$ cat config.mk
export PLATFORM = sky130hd
export DESIGN_NAME = cycling_speed_cadence_parser
export DESIGN_NICKNAME = d
export VERILOG_FILES = /design/src/sv/ccp_pkg.sv /design/src/sv/ccp_in_stage.sv /design/src/sv/ccp_parse.sv /design/src/sv/ccp_out_stage.sv /design/src/sv/cycling_speed_cadence_parser.sv
export SDC_FILE = /design/constraint.sdc
export NUM_CORES = 1
export LEC_CHECK = 0
export BUFFER_PORTS_ARGS = -buffer_cell sky130_fd_sc_hd__buf_2
export CORE_MARGIN = 3
export CORE_UTILIZATION = 40
export CTS_CLUSTER_DIAMETER = 50
export CTS_CLUSTER_SIZE = 40
export DETAILED_ROUTE_END_ITERATION = 10
export PLACE_DENSITY = 0.68
export SETUP_SLACK_MARGIN = 0.05
export SLEW_MARGIN = 15
export SYNTH_ARGS = -nofsm -noshare
export SYNTH_HDL_FRONTEND = slang
export SYNTH_SLANG_ARGS = --single-unit
export TNS_END_PERCENT = 1
$ cat constraint.sdc
create_clock -name clk -period 5.3 [get_ports clk]
set_input_delay 0.265 -clock clk [delete_from_list [all_inputs] [get_ports clk]]
set_output_delay 0.265 -clock clk [all_outputs]
set_load 0.005 [all_outputs]
$ cat src/sv/ccp_pkg.sv
// Package for the cycling speed and cadence parser.
// Holds the transfer structs, packet layout codes and time extension helper.
// No dependencies.
`timescale 1ns / 1ps

package ccp_pkg;

  // Width of the extended event time accumulator (17 to 64).
  localparam int TIME_EXT_BITS = 40;
  localparam int EVT_TIME_W    = 16;
  // Rollover count: the accumulator's low 16 bits always stay zero.
  localparam int ROLL_W        = TIME_EXT_BITS - EVT_TIME_W;
  localparam int OUT_TIME_W    = 40;

  // Bytes after the flags byte, per part.
  localparam logic [3:0] WHEEL_TAIL = 4'd6;
  localparam logic [3:0] CRANK_TAIL = 4'd4;

  // Byte positions inside the wheel part.
  localparam logic [3:0] WHEEL_TIME_LO_POS = 4'd4;
  localparam logic [3:0] WHEEL_TIME_HI_POS = 4'd5;

  // Byte positions inside the crank part.
  localparam logic [3:0] CRANK_CNT_LO_POS  = 4'd0;
  localparam logic [3:0] CRANK_CNT_HI_POS  = 4'd1;
  localparam logic [3:0] CRANK_TIME_LO_POS = 4'd2;
  localparam logic [3:0] CRANK_TIME_HI_POS = 4'd3;

  localparam int FLAG_WHEEL = 0;
  localparam int FLAG_CRANK = 1;

  typedef struct packed {
    logic       fresh_history;
    logic       first_byte;
    logic [7:0] byte_value;
  } in_item_t;

  typedef struct packed {
    logic                  wheel_present;
    logic                  crank_present;
    logic [31:0]           wheel_revolutions;
    logic [15:0]           crank_revolutions;
    logic [OUT_TIME_W-1:0] wheel_time_ticks;
    logic [OUT_TIME_W-1:0] crank_time_ticks;
  } result_t;

  // Rollover count above the last event time, reduced to the output width.
  function automatic logic [OUT_TIME_W-1:0] ext_time(input logic [ROLL_W-1:0] roll,
                                                     input logic [EVT_TIME_W-1:0] last);
    logic [63:0] wide;
    wide = 64'({roll, last});
    return wide[OUT_TIME_W-1:0];
  endfunction

endpackage

$ cat src/sv/ccp_in_stage.sv
// Input register of the cycling speed and cadence parser.
// Holds one accepted byte until the parse stage consumes it. Uses ccp_pkg.
`timescale 1ns / 1ps

module ccp_in_stage (
  input  logic              clk,
  input  logic              rst,
  input  logic              s_axis_tvalid,
  output logic              s_axis_tready,
  input  ccp_pkg::in_item_t s_item,
  input  logic              advance,
  output logic              item_valid,
  output ccp_pkg::in_item_t item
);
  import ccp_pkg::*;

  logic accept;

  assign s_axis_tready = !item_valid || advance;
  assign accept        = s_axis_tvalid && s_axis_tready;

  always_ff @(posedge clk) begin
    if (rst) begin
      item_valid <= 1'b0;
    end else if (accept) begin
      item_valid <= 1'b1;
    end else if (advance) begin
      item_valid <= 1'b0;
    end
  end

  always_ff @(posedge clk) begin
    if (accept) begin
      item <= s_item;
    end
  end

endmodule

$ cat src/sv/ccp_parse.sv
// Packet parser of the cycling speed and cadence block.
// Assembles fields, extends event times and flags packet completion. Uses ccp_pkg.
`timescale 1ns / 1ps

module ccp_parse (
  input  logic              clk,
  input  logic              rst,
  input  logic              step,
  input  ccp_pkg::in_item_t item,
  output logic              res_valid,
  output ccp_pkg::result_t  res
);
  import ccp_pkg::*;

  logic [3:0]            pos, pos_next;
  logic                  active, active_next;
  logic [1:0]            flags, flags_next;
  logic [31:0]           wheel_count, wheel_count_next;
  logic [15:0]           crank_count, crank_count_next;
  logic [7:0]            time_lo, time_lo_next;
  logic [EVT_TIME_W-1:0] wheel_last, wheel_last_next;
  logic [EVT_TIME_W-1:0] crank_last, crank_last_next;
  logic [ROLL_W-1:0]     wheel_roll, wheel_roll_next;
  logic [ROLL_W-1:0]     crank_roll, crank_roll_next;

  logic [3:0]            rel;
  logic [3:0]            tail;
  logic [EVT_TIME_W-1:0] evt_time;

  always_comb begin
    pos_next         = pos;
    active_next      = active;
    flags_next       = flags;
    wheel_count_next = wheel_count;
    crank_count_next = crank_count;
    time_lo_next     = time_lo;
    wheel_last_next  = wheel_last;
    crank_last_next  = crank_last;
    wheel_roll_next  = wheel_roll;
    crank_roll_next  = crank_roll;
    res_valid        = 1'b0;
    rel              = flags[FLAG_WHEEL] ? (pos - WHEEL_TAIL) : pos;
    evt_time         = {item.byte_value, time_lo};
    tail             = 4'd0;

    if (step) begin
      if (item.first_byte) begin
        if (item.fresh_history) begin
          wheel_last_next = '0;
          crank_last_next = '0;
          wheel_roll_next = '0;
          crank_roll_next = '0;
        end
        flags_next  = item.byte_value[1:0];
        pos_next    = 4'd0;
        active_next = 1'b1;
        if (flags_next == 2'b00) begin
          res_valid   = 1'b1;
          active_next = 1'b0;
        end
      end else if (active) begin
        if (flags[FLAG_WHEEL] && (pos < WHEEL_TAIL)) begin
          if (pos < WHEEL_TIME_LO_POS) begin
            wheel_count_next[8*pos[1:0] +: 8] = item.byte_value;
          end else if (pos == WHEEL_TIME_LO_POS) begin
            time_lo_next = item.byte_value;
          end else begin
            // high byte of the wheel event time: commit it
            if (evt_time < wheel_last) begin
              wheel_roll_next = wheel_roll + ROLL_W'(1);
            end
            wheel_last_next = evt_time;
          end
        end else if (flags[FLAG_CRANK]) begin
          case (rel)
            CRANK_CNT_LO_POS:  crank_count_next = {8'd0, item.byte_value};
            CRANK_CNT_HI_POS:  crank_count_next = {item.byte_value, crank_count[7:0]};
            CRANK_TIME_LO_POS: time_lo_next = item.byte_value;
            CRANK_TIME_HI_POS: begin
              if (evt_time < crank_last) begin
                crank_roll_next = crank_roll + ROLL_W'(1);
              end
              crank_last_next = evt_time;
            end
            default: ;
          endcase
        end
        pos_next = pos + 4'd1;
        tail = (flags[FLAG_WHEEL] ? WHEEL_TAIL : 4'd0) +
               (flags[FLAG_CRANK] ? CRANK_TAIL : 4'd0);
        if (pos_next >= tail) begin
          res_valid   = 1'b1;
          active_next = 1'b0;
        end
      end
    end
  end

  always_comb begin
    res.wheel_present     = flags_next[FLAG_WHEEL];
    res.crank_present     = flags_next[FLAG_CRANK];
    res.wheel_revolutions = flags_next[FLAG_WHEEL] ? wheel_count_next : 32'd0;
    res.crank_revolutions = flags_next[FLAG_CRANK] ? crank_count_next : 16'd0;
    res.wheel_time_ticks  = flags_next[FLAG_WHEEL] ?
                            ext_time(wheel_roll_next, wheel_last_next) : '0;
    res.crank_time_ticks  = flags_next[FLAG_CRANK] ?
                            ext_time(crank_roll_next, crank_last_next) : '0;
  end

  always_ff @(posedge clk) begin
    if (rst) begin
      pos         <= 4'd0;
      active      <= 1'b0;
      flags       <= 2'b00;
      wheel_count <= '0;
      crank_count <= '0;
      time_lo     <= '0;
      wheel_last  <= '0;
      crank_last  <= '0;
      wheel_roll  <= '0;
      crank_roll  <= '0;
    end else begin
      pos         <= pos_next;
      active      <= active_next;
      flags       <= flags_next;
      wheel_count <= wheel_count_next;
      crank_count <= crank_count_next;
      time_lo     <= time_lo_next;
      wheel_last  <= wheel_last_next;
      crank_last  <= crank_last_next;
      wheel_roll  <= wheel_roll_next;
      crank_roll  <= crank_roll_next;
    end
  end

endmodule

$ cat src/sv/ccp_out_stage.sv
// Result register of the cycling speed and cadence parser.
// Holds one result until the downstream side takes it. Uses ccp_pkg.
`timescale 1ns / 1ps

module ccp_out_stage (
  input  logic             clk,
  input  logic             rst,
  input  logic             advance,
  input  logic             load_valid,
  input  ccp_pkg::result_t res,
  output logic             m_axis_tvalid,
  output logic [127:0]     m_axis_tdata,
  output logic [1:0]       m_axis_tuser
);
  import ccp_pkg::*;

  result_t held;

  always_ff @(posedge clk) begin
    if (rst) begin
      m_axis_tvalid <= 1'b0;
    end else if (advance) begin
      m_axis_tvalid <= load_valid;
    end
  end

  always_ff @(posedge clk) begin
    if (advance && load_valid) begin
      held <= res;
    end
  end

  assign m_axis_tdata = {held.crank_time_ticks, held.wheel_time_ticks,
                         held.crank_revolutions, held.wheel_revolutions};
  assign m_axis_tuser = {held.crank_present, held.wheel_present};

endmodule

$ cat src/sv/cycling_speed_cadence_parser.sv
// Top level of the cycling speed and cadence measurement parser.
// Instantiates ccp_in_stage, ccp_parse and ccp_out_stage; uses ccp_pkg.
//
//   channel  dir  width            contents
//   s_axis   in   tdata 8, user 2  one packet byte, start and fresh-history marks
//   m_axis   out  tdata 128,user 2 counts and extended event times per packet
//
// One byte per cycle while the result register is not stalled: a byte is held
// in the input register, parsed by the field and time-extension logic, and lands
// in the result register. A packet's result is registered from its last byte.
// Reset (rst, synchronous) clears the history, the packet state and both
// valid flags. A stalled result holds the parse stage; one more byte is
// still taken into the input register meanwhile.
`timescale 1ns / 1ps

module cycling_speed_cadence_parser (
  input  logic         clk,
  input  logic         rst,
  input  logic         s_axis_tvalid,
  output logic         s_axis_tready,
  input  logic [7:0]   s_axis_tdata,   // [7:0] byte_value
  input  logic [1:0]   s_axis_tuser,   // [0] first_byte, [1] fresh_history
  output logic         m_axis_tvalid,
  input  logic         m_axis_tready,
  output logic [127:0] m_axis_tdata,   // [31:0] wheel_revolutions,
                                       // [47:32] crank_revolutions,
                                       // [87:48] wheel_time_ticks,
                                       // [127:88] crank_time_ticks
  output logic [1:0]   m_axis_tuser    // [0] wheel_present, [1] crank_present
);
  import ccp_pkg::*;

  in_item_t s_item;
  in_item_t item;
  logic     item_valid;
  logic     advance;
  logic     step;
  logic     res_valid;
  result_t  res;

  // Advance the pipe whenever the result register is free or being drained.
  assign advance = !m_axis_tvalid || m_axis_tready;
  assign step    = item_valid && advance;

  assign s_item.byte_value    = s_axis_tdata;
  assign s_item.first_byte    = s_axis_tuser[0];
  assign s_item.fresh_history = s_axis_tuser[1];

  ccp_in_stage u_in (
    .clk           (clk),
    .rst           (rst),
    .s_axis_tvalid (s_axis_tvalid),
    .s_axis_tready (s_axis_tready),
    .s_item        (s_item),
    .advance       (advance),
    .item_valid    (item_valid),
    .item          (item)
  );

  // Parse the held byte; a result is flagged on the packet's last byte.
  ccp_parse u_parse (
    .clk       (clk),
    .rst       (rst),
    .step      (step),
    .item      (item),
    .res_valid (res_valid),
    .res       (res)
  );

  // Hold the finished result until downstream takes the transfer.
  ccp_out_stage u_out (
    .clk           (clk),
    .rst           (rst),
    .advance       (advance),
    .load_valid    (step && res_valid),
    .res           (res),
    .m_axis_tvalid (m_axis_tvalid),
    .m_axis_tdata  (m_axis_tdata),
    .m_axis_tuser  (m_axis_tuser)
  );

endmodule

* Word-level counts from Yosys, hierarchy flattened *
Cells that the tools add are included.

word-level totals
  output and inout bits = 132
  word-level logic and storage cells = 123
  register bits = 285
  bits of input ports = 14

operators by class
  shift operators = 2
  magnitude comparators = 5
  reduce and logical (&&, ||, !) cells = 17
  equality and inequality tests = 6
  muxes and demuxes = 65
  add/sub/neg operators = 6
  bitwise gates (word level) = 1

operators by type and width
  kind                     number
  $mux 24                  16
  $mux 16                  19
  $mux 32                  5
  $add 24x1->24 const B    2
  $mux 8                   5
  $neg 5->34               1
  $shift 8x34->32 const A  1
  $shiftx 8x34->32         1
  $bwmux 32                1
  $lt 16x16->1             2
  $pmux 16 s2              1
  $mux 4                   3
  $mux 1                   11
  $eq 4x2->1 const B       2
  $lt 4x3->1 const B       2
  $reduce_bool 2->1        4
  $reduce_and 7->1         1
  $mux 3                   2
  $logic_and 1x1->1        5
  $add 4x1->4 const B      1
  $add 4x4->4              1
  $eq 4x1->1 const B       1
  $eq 4x3->1 const B       1
  $ge 4x4->1               1
  9 further kinds          13

* Depth between registers and ports, before layout *
Gate-level depths: netlist of the first run.

  word-level depth = 9
  gate-level depth with buffers = 12
  gate-level depth less buffers = 11

* Cells and area by module *
From an unflattened synthesis of the first run, not the netlist that was laid out.

second synthesis, totals
  cells, all modules = 1,230
  area, all modules = 12,779.8 µm²

by module, submodules not included
  module                        instances  sequential area each (µm²)  cells an instance  area an instance (µm²)
  ccp_parse                     1          2,862.7                     1,078              8,453.1
  ccp_out_stage                 1          3,923.8                     134                3,945.0
  ccp_in_stage                  1          320.3                       15                 355.3
  cycling_speed_cadence_parser  1          0.0                         3                  26.3

* Worst setup path before layout of the first run *
Ideal clock, no wire load.

  path type = register to register
  start = reg u_parse.pos[1]
  end = reg u_out.held (netlist bit u_out.m_axis_tdata[0]), enable pin
  buffers on the path = 1
  setup slack = 0.440 ns
  stages on the path, launching flop included = 13
  arrival = 4.378 ns
  setup time = 0.482 ns
  period minus slack after synthesis = 4.860 ns
  data required time = 4.818 ns
  cells stage by stage = dfxtp_1 > clkbuf_1 > inv_1 > ha_1 > inv_1 > ha_1 > nand2_1 > nand2_1 > a21o_1 > a21oi_1 > nor2_1 > o21ai_0 > inv_1

on the way
  word-level cells in the longest chain between the ends = 8

ends and longest elaborated chain
  element                   RTL line                            RTL
  start: declaration        ccp_parse.sv:15                     logic [3:0] pos, pos_next;
  start signal: assignment  ccp_parse.sv:123                    pos <= pos_next;
  $add 4x1->4               ccp_parse.sv:88                     pos_next = pos + 4'd1;
  $ge 4x4->1                ccp_parse.sv:91                     if (pos_next >= tail) begin
  $mux 1                    ccp_parse.sv:91
  $mux 1                    ccp_parse.sv:61                     end else if (active) begin
  $mux 1                    ccp_parse.sv:47                     if (item.first_byte) begin
  $mux 1                    ccp_parse.sv:46                     if (step) begin
  $logic_and 1x1->1         cycling_speed_cadence_parser.sv:75  .load_valid (step && res_valid),
  $logic_and 1x1->1         ccp_out_stage.sv:28                 if (advance && load_valid) begin
  end signal: assignment    ccp_out_stage.sv:29                 held <= res;
  end: declaration          ccp_out_stage.sv:17                 result_t held;

Every way passes these cells.
A chain may end at the register's enable or synchronous reset.

* Worst setup path in the final report of the first run *
  start = reg u_parse.pos[0]
  end = reg u_out.held (netlist bit u_out.m_axis_tdata[76]), enable pin

Same word-level chain as after synthesis.

==> summary.txt, run 1 <==
Run status
  • Status: finished, final reports clean

Yosys
  • Async SR Flop Fraction: 0
  • Synth top area share: 0.3268
  • Area fraction in compound gates after synthesis: 0.1426
  • Post-synth EDFFs: 140
  • Synth unique cells: 72
  • Ys Warns: 0
  • Xor and xnor area share after synthesis: 0.002042
  • Sequential area share after synthesis: 0.5524
  • Post-synth top area cell: edfxtp_1
  • Syn Inst Count: 1282
  • Top FF cell, synth: dfxtp_1
  • Multiplexer area fraction after synthesis: 0.01809
  • Post-synthesis adder-cell area fraction: 0.04084
  • Simple-gate portion of the synthesized area: 0.2073
  • Synthesized Nets: 1338
  • Largest family of logic cells by synthesized area: simple AND/OR/NAND/NOR gates
  • Synthesized area: 0.01287 mm2
  • Largest cells by area after synthesis: edfxtp_1 (33%), dfxtp_1 (23%), nor2_1 (5.9%)
  • #FFs+latches synth: 285
  • Avg Cell Area, Syn: 10.04 um2

Layout
  • Final cell count without fillers: 1833
  • Net count, final: 1467
  • Layout cell share with drive strength beyond 1: 0.1614
  • Utilization after layout: 0.4757
  • Commonest non-fill, non-tap cell in the layout: nor2_1
  • Ant. Diodes: 0
  • Highest-count cells in the layout ignoring fill and taps: nor2_1 (201), dfxtp_1 (145), buf_2 (144)
  • Area Overhead vs Synth: 16.96%

Die
  • Die Y: 185.3 um
  • Die width: 185.3 um
  • Initial Utilization: 0.4067
  • Rows: 65
  • Die area: 0.03435 mm2
  • Core area: 0.03164 mm2
  • Boundary pin count: 146

Clock network
  • Clk sinks: 285
  • CTS H-tree lvls: 1
  • Root buffer cell: clkbuf_16
  • Post_cts resized: 0
  • Worst-path clk slew: 0.08 ns
  • Post-CTS setup buffer count: 0
  • Total CTS buffers: 27
  • TritonCTS clock tree: done
  • CTS Hold Buffers Added: 12
  • Worst-Skew Late Latency: 0.55 ns
  • Longest Clk Path Bufs: 3

Drt
  • Via count: 10250
  • Vias per Instance: 5.591
  • DRT Pass-1 Iters: 6
  • Per-cell routed wire length: 18.47 um
  • ANT nets after route: 0
  • DRC violations left: 0
  • DRT iter0 DRCs: 894
  • Total wire length: 33850 um

Timing
  • # setup viols final: 0
  • Hold slack: 0.06911 ns
  • Setup_tns: 0 ns
  • Max Clock Freq: 261.7 MHz
  • RSZ-0062 raised after global routing: false
  • Rel. slew slack: 0.3161
  • Tcrit/Tclk final: 0.7209
  • Final hold vios: 0
  • Tmin final: 3.821 ns
  • Worst Skew: 0.02202 ns
  • Worst Max-Slew Pin Slew: 1.020 ns
  • Slew Limit Fails: 0

Power
  • Static Leak: 5.250 nW
  • PD cells: 300.4 mW/mm2
  • Peak supply drop: 277.6 uV

Critical path
  • Worst r2r src: u_parse.pos[0]
  • CP Class: register to register
  • CP max FO: 65
  • Worst Setup SP: u_parse.pos[0]
  • Critical path required time: 5.53 ns
  • Critical Path End Type: register
  • Worst EP arrival: 4.05 ns
  • Worst Setup Start Kind: register

Placement
  • Detailed placement HPWL: 22750 um
  • Post-Place Cells: 1772
  • Final RePlAce weighted congestion: 0.8824
  • Port Buffers: 145

GRT
  • Vias in the first global route: 9768
  • Antenna violations before repair: 0
  • Overflow after GRT: 0
  • Largest net degree at the start of global routing: 110
  • First-pass GRT wire length: 53230 um
  • Total Routing Usage GR: 0.1925

Min path
  • Worst Hold Class: primary input to register
  • Hold_sp: m_axis_tready

Flow run
  • MaxCap Viol Count: 0
report_power, final:
part	switching, mW	internal, mW
Sequential	0.0242	2.32
Clock	0.956	1.06
Combinational	0.117	0.0471
metrics by stage:
| stage | setup WS, ns | cell area, um2 | total power [mW] |
|---|---|---|---|
| after floorplan | 0.4398 | 12870 | 2.477 |
| after global placement | 1.557 | 13970 | 2.543 |
| after detailed placement | 1.434 | 13970 | 2.546 |
| after CTS | 1.419 | 15040 | 4.560 |
| after global routing | 1.090 | 15050 | 4.674 |
| final | 1.479 | 15050 | 4.520 |
area by class of cell:
class	count	area [um2]
fillers	2915	16590
well taps	402	503.0
inverters	50	190.2
repair buffers	172	977.2
clock inverters	21	252.7
clock buffers	28	689.4
flip-flops and latches	285	7107
multi-input cells	875	5329
final timing paths:
path	end	slack, ns	cells after the start
worst min-delay path	u_in.item_valid	0.07	3
worst min register to register	u_parse.wheel_count[18]	0.48	2
worst max register to register	u_out.m_axis_tdata[76]	1.48	12
worst max-delay path	u_out.m_axis_tdata[76]	1.48	12
cells in the mapped netlist (9+ instances only):
cell / instances
nor2_1: 201
dfxtp_1: 145
edfxtp_1: 140
a21oi_1: 84
nand2_1: 84
clkbuf_1: 66
and2_1: 58
inv_1: 50
and3_1: 44
ha_1: 42
o21ai_0: 37
a22oi_1: 34
nor3_1: 29
nand3_1: 27
mux2i_1: 21
a31oi_1: 18
nand4_1: 15
nor4_1: 14
nor2b_1: 13
o21a_1: 10
a21o_1: 9
a311oi_1: 9
and4_1: 9
o311a_1: 9
or4_1: 9
critical path: stages, from the launching register on:
cell and delay, ns:
dfxtp_1 0.70, inv_1 0.29, ha_1 0.40, inv_1 0.09, ha_1 0.27, nand2_1 0.05
nand2_1 0.09, a21o_1 0.13, a21oi_1 0.08, nor2_1 0.09, o21ai_0 0.18, inv_4 0.71
buf_4 0.40
registers in the layout, indices dropped and copies added (netlist names):
register,flops
u_out.m_axis_tdata,128
u_parse.wheel_count,32
u_parse.crank_roll,24
u_parse.wheel_roll,24
u_parse.crank_count,16
u_parse.crank_last,16
u_parse.wheel_last,16
u_in.item,10
u_parse.time_lo,8
u_parse.pos,4
u_out.m_axis_tuser,2
u_parse.flags,2
u_in.item_valid,1
u_out.m_axis_tvalid,1
u_parse.active,1
kinds of logic (layout without fill, tap and decap cells):
family | Yosys count | after routing
xor gates and xnor gates | 3 | 3
buffers and inverters | 122 | 271
AOI/OAI and AO/OA | 269 | 269
and+or+nand+nor | 538 | 538
adders and majority gates | 42 | 42
muxes | 23 | 23
DFF | 285 | 285
layer usage:
| metal | up-vias | GRT usage | wire length (um) |
|---|---|---|---|
| met4 | 0 | 0.05702 | 784 |
| met3 | 56 | 0.02808 | 2107 |
| li1 | 4926 | - | - |
| met1 | 4906 | 0.2695 | 15410 |
| met5 | - | 0 | 0 |
| met2 | 360 | 0.3115 | 15550 |
Power figures use the tool's default switching activity.
==> inputs of run 2 (changes only) <==
--- a/config.mk
+++ b/config.mk
@@ -5,6 +5,7 @@
 export SDC_FILE = /design/constraint.sdc
 export NUM_CORES = 1
 export LEC_CHECK = 0
+export ABC_AREA = 1
 export BUFFER_PORTS_ARGS = -buffer_cell sky130_fd_sc_hd__buf_2
 export CORE_MARGIN = 3
 export CORE_UTILIZATION = 40
==> constraint.sdc (replaced) <==
create_clock -name clk -period 3.9 [get_ports clk]
set_input_delay 0.195 -clock clk [delete_from_list [all_inputs] [get_ports clk]]
set_output_delay 0.195 -clock clk [all_outputs]
set_load 0.005 [all_outputs]
==> run 2 against run 1 <==
Effect of this change: clock-buffer cell count grew 3; synthesized area rose by 3.8%; register-to-register slack lost 0.76 ns; sequential share of layout area down 1.9 points; largest cell class unchanged; cell count up 19%; highest routed layer unchanged.
==> summary.txt, run 2 <==
Run status
  • Status: finished, final reports clean

Critical path
  • Slowest CP cell: dfxtp_2
  • Crit path cell chain: inv_2 > ha_1 > inv_1 > ha_1 > nand4_1 > o211ai_1 > nor2_1 > nor3_4 > buf_12
  • Worst Setup Start Kind: register
  • CP Class: register to register
  • FF-to-FF path depth: 9
  • Critical Path End Type: register
  • CP max FO: 75
  • RR Endpoint: u_out.m_axis_tdata[23]
  • Critical path required time: 4.10 ns
  • Most frequent CP cell: ha_1
  • Top Family by Delay on Critical Path: adder cells
  • Worst path bufs/invs: 3
  • Critical Path Stages: 9
  • Slowest cell delay on critical path: 0.55 ns
  • R2R setup slack: 0.72 ns
  • Worst r2r src: u_parse.pos[0]
  • Worst EP arrival: 3.38 ns

Yosys
  • Synthesized Nets: 1640
  • Synth unique cells: 49
  • Avg Cell Area, Syn: 8.427 um2
  • #FFs+latches synth: 285
  • Synth top area share: 0.3149
  • Async SR Flop Fraction: 0
  • Syn Inst Count: 1584
  • Largest cells by area after synthesis: edfxtp_1 (31%), dfxtp_1 (22%), nor2_1 (9.6%)
  • Post-synth EDFFs: 140
  • Top-count cell post-synth: nor2_1
  • Post-synth top area cell: edfxtp_1
  • Top FF cell, synth: dfxtp_1
  • Ys Warns: 0
  • Post-synth top cells: nor2_1 (341), nand2_1 (252), inv_1 (156)
  • Sequential area share after synthesis: 0.5324
  • Synthesized area: 0.01335 mm2

Layout
  • Commonest non-fill, non-tap cell in the layout: nor2_1
  • Net count, final: 1779
  • Filler instances: 3177
  • Layout cell share with drive strength beyond 1: 0.1587
  • Highest-count cells in the layout ignoring fill and taps: nor2_1 (341), nand2_1 (252), inv_1 (155)
  • Area Overhead vs Synth: 17.45%
  • Ant. Diodes: 0
  • Max FFs per register: 128

Power
  • PD cells: 406.7 mW/mm2
  • Peak supply drop: 321.9 uV
  • Static Leak: 5.959 nW
  • Total power: 6.377 mW

GRT
  • Antenna violations before repair: 0
  • First-pass GRT wire length: 55240 um
  • Vias in the first global route: 10700
  • Total Routing Usage GR: 0.1888
  • Largest net degree at the start of global routing: 87
  • Overflow after GRT: 0

Drt
  • Per-cell routed wire length: 15.81 um
  • Via count: 11220
  • Vias per Instance: 5.130
  • ANT nets after route: 0
  • Total wire length: 34570 um
  • DRT Pass-1 Iters: 6
  • DRC violations left: 0
  • DRT iter0 DRCs: 843

Placement
  • Port Buffers: 145
  • Detailed placement HPWL: 23880 um
  • Final RePlAce weighted congestion: 0.9035

Min path
  • Worst Hold Class: primary input to register
  • Hold_sp: rst
  • Hold endpoint: u_parse.wheel_count[8]
  • Worst hold path depth: 2

Clock network
  • Clk sinks: 285
  • TritonCTS clock tree: done
  • Longest Clk Path Bufs: 3
  • Root buffer cell: clkbuf_16
  • CTS H-tree lvls: 1
  • Total CTS buffers: 29
  • Worst-path clk slew: 0.08 ns
  • Worst-Skew Late Latency: 0.56 ns

Timing
  • Rel. slew slack: 0.3577
  • Slew Limit Fails: 0
  • Worst Skew: 0.02534 ns
  • Tcrit/Tclk final: 0.8148
  • Tmin final: 3.178 ns
  • Final hold vios: 0
  • # setup viols final: 0
  • RSZ-0062 raised after global routing: false
  • Hold slack: 0.2464 ns
  • Max Clock Freq: 314.7 MHz
  • Worst Max-Slew Pin Slew: 0.9634 ns
  • Setup_tns: 0 ns

Die
  • Die width: 188.7 um
  • Die Y: 188.7 um
  • Boundary pin count: 146
  • Initial Utilization: 0.4082
  • Die area: 0.03560 mm2
  • Core area: 0.03270 mm2
  • Rows: 66

Flow run
  • MaxCap Viol Count: 0
run 2: cell types whose count changed in the layout (fill, tap and decap cells not counted), moves of 44 or more:
cell and change:
and2_1 -58, o21ai_0 +82, nand3_1 +49, nor2_1 +140, nand2_1 +168, and3_1 -44, inv_1 +106
run 2: routing by layer:
layer  part of all wire  GRT usage  up-vias
met5                  0          0        -
met4              0.031    0.06302        0
met3              0.054    0.02735       70
met2               0.47     0.3166      332
met1               0.45     0.2518     5282
li1                   -          -     5535
run 2: repair_timing:
| action | in CTS | in global routing |
|---|---|---|
| hold buffers | 13 | 0 |
| gates resized for setup | 0 | 0 |
| hold endpoints to repair | 12 | 0 |
| buffers inserted | 0 | 0 |
run 2: worst max path at each step:
stage	from	endpoint	slack, ns
2_1_floorplan	u_parse.pos[0]	u_out.m_axis_tdata[0]	-1.15
3_3_place_gp	u_parse.pos[0]	u_out.m_axis_tdata[36]	0.88
3_5_place_dp	u_parse.pos[0]	u_out.m_axis_tdata[36]	0.77
4_1_cts	u_parse.pos[0]	u_out.m_axis_tdata[70]	0.76
5_1_grt	u_parse.pos[0]	u_out.m_axis_tdata[70]	0.54
6_report	u_parse.pos[0]	u_out.m_axis_tdata[23]	0.72
run 2: cell families after synthesis:
kind of cell             Yosys count  synth area share
AO/OA/AOI/OAI                    261            0.1115
XOR/XNOR                           1         0.0006562
adder cells (fa/ha/maj)           42           0.03937
buffers and inverters            236           0.07077
flip-flops                       285            0.5324
multiplexers                       1         0.0007499
AND/OR/NAND/NOR                  758            0.2445
run 2: report_power, final:
part           internal (mW)  total [mW]  leakage, nW  switching [mW]
clock network           1.47        2.83        0.488            1.36
registers               3.17        3.20         2.52          0.0252
logic                 0.0960       0.351         2.95           0.255
run 2: area by class of cell:
type | instances | area (um2) | area share
clock inverters | 22 | 275.3 | 0.01756
well taps | 442 | 553.0 | 0.03527
repair buffers | 177 | 1026 | 0.06544
flip-flops and latches | 285 | 7113 | 0.4537
clock buffers | 31 | 733.2 | 0.04676
inverters | 167 | 634.4 | 0.04046
multi-input cells | 1063 | 5344 | 0.3408
run 2: worst reg2reg max path: stages (launching register included):
cell	delay, ns
dfxtp_2	0.55
inv_2	0.18
ha_1	0.54
inv_1	0.17
ha_1	0.31
nand4_1	0.08
o211ai_1	0.15
nor2_1	0.12
nor3_4	0.32
buf_12	0.37
run 2: per-stage QoR:
stage          area (um2)    util  cells  worst slack (ns)
2_1_floorplan       13400       -   1584            -1.147
3_3_place_gp        14540  0.4446   2121            0.8827
3_5_place_dp        14540  0.4446   2121            0.7664
4_1_cts             15680  0.4795   2187            0.7561
5_1_grt             15680  0.4795   2187            0.5357
6_report            15680  0.4795   2187            0.7224
